===== src/design/assert_macros.svh =====
// Assertion macros shared by the call graph arc counter modules.
// Each macro samples on clk and is disabled while rst_n is low.
`ifndef ASSERT_MACROS_SVH
`define ASSERT_MACROS_SVH

// Check that cond holds in the same cycle as trig.
`define ASSERT_IMPL(lbl, trig, cond) \
    lbl: assert property (@(posedge clk) disable iff (!rst_n) (trig) |-> (cond)) \
        else $error("same-cycle check failed");

// Check that cond holds in the cycle after trig.
`define ASSERT_NEXT(lbl, trig, cond) \
    lbl: assert property (@(posedge clk) disable iff (!rst_n) (trig) |=> (cond)) \
        else $error("next-cycle check failed");

`endif


===== src/design/cgac_pkg.sv =====
// Package for the call graph arc counter: widths, table entry layout,
// controller states and the command/status structs. No dependencies.
package cgac_pkg;

    localparam int TABLE_DEPTH = 1024;
    localparam int IDX_W       = $clog2(TABLE_DEPTH);
    localparam int SYM_W       = 10;
    localparam int FREE_W      = ((IDX_W > SYM_W) ? IDX_W : SYM_W) + 1;
    localparam int ADDR_W      = 32;
    localparam int CNT_W       = 32;
    localparam int KEY_W       = ADDR_W + 1;
    localparam int CFG_IDX_W   = 2;
    localparam int CFG_DATA_W  = 32;

    localparam logic [KEY_W-1:0] OUTSIDE_KEY = {1'b1, {ADDR_W{1'b0}}};
    localparam logic [CNT_W-1:0] COUNT_MAX   = {CNT_W{1'b1}};
    localparam logic [IDX_W-1:0] STEP_LAST   = IDX_W'(TABLE_DEPTH - 1);

    typedef enum logic [CFG_IDX_W-1:0] {
        CFG_LOW_PC      = 2'd0,
        CFG_HIGH_PC     = 2'd1,
        CFG_NUM_SYMBOLS = 2'd2
    } cfg_reg_t;

    typedef struct packed {
        logic [ADDR_W-1:0] offset;
        logic [KEY_W-1:0]  key;
        logic              valid;
        logic [CNT_W-1:0]  count;
        logic [IDX_W-1:0]  link;
    } arc_entry_t;

    typedef enum logic [2:0] {
        ST_CLEAR,
        ST_IDLE,
        ST_READ,
        ST_EVAL,
        ST_LINK,
        ST_DONE
    } state_t;

    typedef enum logic [1:0] {
        ACT_REPORT,
        ACT_FOLLOW,
        ACT_LINK
    } act_t;

    typedef struct packed {
        logic clr_wr;
        logic accept;
        logic rd;
        logic eval;
        logic link_wr;
        logic out_load;
    } cmd_t;

    typedef struct packed {
        logic clr_last;
        act_t act;
        logic out_free;
    } status_t;

endpackage


===== src/design/cgac_ctrl.sv =====
// Controller state machine of the call graph arc counter.
// Depends on cgac_pkg and assert_macros.svh; drives cgac_dp by commands.
`include "assert_macros.svh"

module cgac_ctrl (
    input  logic              clk,
    input  logic              rst_n,
    input  logic              in_valid,
    output logic              in_ready,
    input  cgac_pkg::status_t status,
    output cgac_pkg::cmd_t    cmd
);
    import cgac_pkg::*;

    state_t state_reg;
    state_t state_next;

    always_ff @(posedge clk or negedge rst_n)
    begin
        if (!rst_n)
        begin
            state_reg <= ST_CLEAR;
        end
        else
        begin
            state_reg <= state_next;
        end
    end

    always_comb
    begin
        state_next = state_reg;
        cmd        = '0;
        in_ready   = 1'b0;
        case (state_reg)
            ST_CLEAR:
            begin
                cmd.clr_wr = 1'b1;
                if (status.clr_last)
                begin
                    state_next = ST_IDLE;
                end
            end
            ST_IDLE:
            begin
                in_ready = 1'b1;
                if (in_valid)
                begin
                    cmd.accept = 1'b1;
                    state_next = ST_READ;
                end
            end
            ST_READ:
            begin
                cmd.rd     = 1'b1;
                state_next = ST_EVAL;
            end
            ST_EVAL:
            begin
                cmd.eval = 1'b1;
                case (status.act)
                    ACT_FOLLOW: state_next = ST_READ;
                    ACT_LINK:   state_next = ST_LINK;
                    default:    state_next = ST_DONE;
                endcase
            end
            ST_LINK:
            begin
                cmd.link_wr = 1'b1;
                state_next  = ST_DONE;
            end
            ST_DONE:
            begin
                if (status.out_free)
                begin
                    cmd.out_load = 1'b1;
                    state_next   = ST_IDLE;
                end
            end
            default:
            begin
                state_next = ST_IDLE;
            end
        endcase
    end

    `ASSERT_IMPL(a_load_free, cmd.out_load, status.out_free)
    `ASSERT_NEXT(a_accept_read, in_valid && in_ready, state_reg == ST_READ)
    `ASSERT_IMPL(a_ready_idle, in_ready, state_reg == ST_IDLE)

endmodule


===== config.mk =====
export PLATFORM = sky130hd
export DESIGN_NAME = cgac_ctrl
export DESIGN_NICKNAME = d
export VERILOG_FILES = /design/src/design/cgac_pkg.sv /design/src/design/cgac_ctrl.sv
export VERILOG_INCLUDE_DIRS = /design/src /design/src/design
export SDC_FILE = /design/constraint.sdc
export NUM_CORES = 1
export LEC_CHECK = 0
export BUFFER_PORTS_ARGS = -buffer_cell sky130_fd_sc_hd__buf_2
export CORE_AREA = 2 2 39 41
export CTS_CLUSTER_DIAMETER = 120
export CTS_CLUSTER_SIZE = 40
export DETAILED_ROUTE_END_ITERATION = 12
export DIE_AREA = 0 0 41 43
export GPL_TIMING_DRIVEN = 1
export SLEW_MARGIN = 30
export SYNTH_ARGS = -nofsm -noshare
export SYNTH_HDL_FRONTEND = slang
export SYNTH_SLANG_ARGS = --single-unit

===== constraint.sdc =====
create_clock -name clk -period 1.1 [get_ports clk]
set_input_delay 0.055 -clock clk [delete_from_list [all_inputs] [get_ports clk]]
set_output_delay 0.055 -clock clk [all_outputs]
set_load 0.05 [all_outputs]

# Word-level counts from Yosys, hierarchy flattened
# Index checks and enable logic that the tools add are counted.
# word_totals
romBits	0
regBits	3
mem_count	0
out_inout_bits	7
latchBits	0
word_cells	27
inputBits	7
ramBits	0
# op_classes
bitwise	0
add_sub_neg	0
multipliers	0
div_mod_pow	0
order_cmp	0
eq_ne	10
shift	0
mux	14
reduce_logical	2
# ops
cell	n
$pmux 3 s6	1
$mux 1	9
$mux 3	3
$eq 3x2->1 const B	2
$eq 3x3->1 const B	2
$ne 2x2->1 const B	3
$pmux 3 s2	1
$eq 3x1->1 const B	1
$logic_not 3->1	1
$reduce_and 3->1	1
$eq 2x1->1 const B	1
$eq 2x2->1 const B	1

# Longest topological paths before layout
# depth
word_depth	3
depth_mapped	5
mapped_depth_nobuf	5

# Least setup slack after synthesis
# Ideal clock, no wire load.
# synth_path
path_kind	register to output
startpoint	reg state_reg[2]
endpoint	out in_ready
stages_incl_launch_ff	3
path_buffers	1
required_ps	1045
setup_slack_ps	-617
t_arrival_ps	1662
path_cell_list	dfrtp_1 -> buf_4 -> nor3b_1
# synth_between
elab_chain_len	2
# synth_lines
element	line	source
from (decl)	cgac_ctrl.sv:15	state_t state_reg;
from (signal assigned)	cgac_ctrl.sv:26	state_reg <= state_next;
$eq 3x1->1	cgac_ctrl.sv:35	case (state_reg)
$mux 1	cgac_ctrl.sv:35	
to (decl)	cgac_ctrl.sv:9	output logic in_ready,
# Every way passes these cells.

# Final worst setup path
# layout_path
startpoint	reg state_reg[1]
endpoint	out in_ready
# The elaborated chain is that of the path after synthesis.

==> metrics.cfg <==
[worst_setup_path]
crit_path_end_kind = output pin
worstPathArrival_ps = 1160
rrSetupSlack_ps = 0
worst_ep_required_time_ps = 1040
r2r_end = state_reg[0]
reg2reg_depth = 4
crit_type = register to output pin
critical_path.max_fanout = 5
slowest_stage = dfrtp_2
start_kind = register
r2r-start = state_reg[1]
path_cells = buf_4 > nor3b_2 > buf_6
cpPeakStageDelay_ps = 430

[route]
via_per_inst = 3.879
ant_nets = 0
top_layer_used = met3
drt-met1-wl_um = 219
drtPass1Iterations = 2
routed-wl-met2_um = 267
finalWirelength_um = 519
drc_errors = 0
vias = 256
drtIter0Drc = 1
wire_per_inst_um = 7.864
routed-wl-met3_um = 32

[synth]
syn_area_um2 = 226.5
synth_area_leaders = dfrtp_1 (33%), nor2_1 (6.6%), ha_1 (5.5%), nor3b_2 (5.5%), a32o_2 (5.0%)
yosysTopAreaCellShare_pct = 33.15
synth.most_common_cell = nor2_1
syn_inst = 28
yosys_most_used_dff = dfrtp_1
synth-edff-count = 0
yosys_register_bits = 3
yosysSeqAreaShare_pct = 33.15
syn_nets = 36
synth_cell_types = 17
yosysTopAreaCell = dfrtp_1
async_flop_share_pct = 100.0
yosys_warnings = 0
synth.top_cells.by_count = nor2_1 (4), dfrtp_1 (3), inv_1 (3), nand2_1 (3)
syn_area_per_cell_um2 = 8.088

[timing]
rsz0062_at_grt = true
setup_slack_ps = -115.8
fmax_mhz = 822.5
period_share_pct = 110.5
fin_worst_skew_ps = 0.6237
slew_headroom_pct = 86.04
setup_viol = 7
slew_violations = 0
hold_violations = 0
finalCriticalPeriod_ps = 1216
worstMarginPinSlew_ps = 209.4
whs_ps = 145.2

[status]
outcome = finished, violations left
violations = negative setup slack

[layout]
stdcell_area_um2 = 474.2
syn_to_final_growth_pct = 109.4
fin_cells = 66
antenna-diode-count = 0
largest_reg_flops = 3
final_core_util_pct = 34.27
nFillCells = 158
multi_input_area_um2 = 163.9
final-seq-area_um2 = 77.57
final_nets = 59
drive_above_1_share_pct = 68.00

[clocking]
clockBufferDepth = 2
clk_pin_slew_ps = 40
h-tree-depth = 1
cts_buffers = 3
cts_tree = yes
clk_latency_ps = 230
root_buffer = clkbuf_4
cts_sinks = 3

[global_routing]
gr-total-overflow = 0
grt_max_degree = 11
antenna_found_initial = 0
grt_pass1_vias = 241
grt_pass1_wl_um = 814
grt_util_all_layers_pct = 7.143

[die]
fp.dieW_um = 41
core_um2 = 1384
initial_utilization_pct = 16.37
dieArea_um2 = 1763
fp-row-count = 14
io_pins = 14
die_h_um = 43

[power]
power_uw = 1459
peakVddDrop_uv = 941.9
powerDensity_nw_per_um2 = 3078
leakagePower_uw = 0.0002337

[run]
maxCapViolCount = 0

[place]
hpwl_um = 424.6
globalplace.congestion = 0.6747
port_buffers = 13
placed_area_um2 = 369.1
place_inst = 60

[min_path]
hp-class = primary input to asynchronous set/reset pin

==> metal layers <==
layer / track usage, % / up-vias
met2: 10.63 / 9
met5: 0 / -
met3: 1.571 / 0
li1: - / 135
met1: 7.120 / 112
met4: 8.000 / 0
==> worst max path at each step <==
stage | startpoint | end | cells after the start
finish | state_reg[1] | in_ready | 3
detailed placement | state_reg[0] | cmd[2] | 2
global route | state_reg[1] | cmd[3] | 4
floorplan | state_reg[2] | state_reg[2] | 3
CTS | state_reg[1] | in_ready | 3
global placement | state_reg[0] | cmd[2] | 2
==> kinds of logic (layout without fill, tap and decap cells) <==
| kind of cell | after synthesis | count (layout) | synth area share [%] |
|---|---|---|---|
| buf+inv | 6 | 28 | 12.15 |
| fa+ha+maj | 1 | 1 | 5.524 |
| simple gates | 13 | 13 | 32.60 |
| flops | 3 | 3 | 33.15 |
| compound gates | 5 | 5 | 16.58 |
==> metrics by stage <==
| stage | setup TNS (ps) | worst slack [ps] |
|---|---|---|
| floorplan | -645.4 | -168.4 |
| global placement | 0 | 2.869 |
| detailed placement | -68.95 | -33.32 |
| CTS | -804.3 | -136.9 |
| global route | -1010 | -155.4 |
| finish | -626.0 | -115.8 |
==> cells in the final DEF, fill, tap and decap left out, drive strengths merged <==
cell type / instances
dfrtp: 3
a32o: 1
nand2: 3
nor3: 2
and3b: 1
a211o: 1
a21o: 1
nor2: 4
a21oi: 2
clkbuf: 4
nor3b: 2
ha: 1
buf: 19
nor2b: 1
inv: 4
dlygate4sd3: 1
==> critical path, delay by kind of cell (launching register included) <==
kind                   cells  cell delay [ps]
flip-flops                 1              430
AND/OR/NAND/NOR            1              170
buffers and inverters      2              330
==> power breakdown <==
| part | switching [µW] | internal [µW] | total (µW) |
|---|---|---|---|
| Sequential | 93.8 | 164 | 258 |
| Clock | 52.4 | 136 | 188 |
| Combinational | 571 | 442 | 1010 |
==> final cells by class <==
| cell class | count | area share [%] |
|---|---|---|
| repair buffers | 20 | 36.15 |
| multi-input cells | 19 | 34.56 |
| flip-flops and latches | 3 | 16.36 |
| clock buffers | 4 | 5.541 |
| well taps | 16 | 4.222 |
| inverters | 4 | 3.166 |
==> what timing repair did <==
action | 4_1_cts | 5_1_grt
gates cloned | 0 | 0
hold buffers | 1 | 0
hold endpoints to repair | 3 | 0
setup endpoints to repair | 8 | 8
resized for setup | 16 | 3
pin swaps | 2 | 1
setup buffers | 1 | 0
Power figures use the tool's default switching activity.
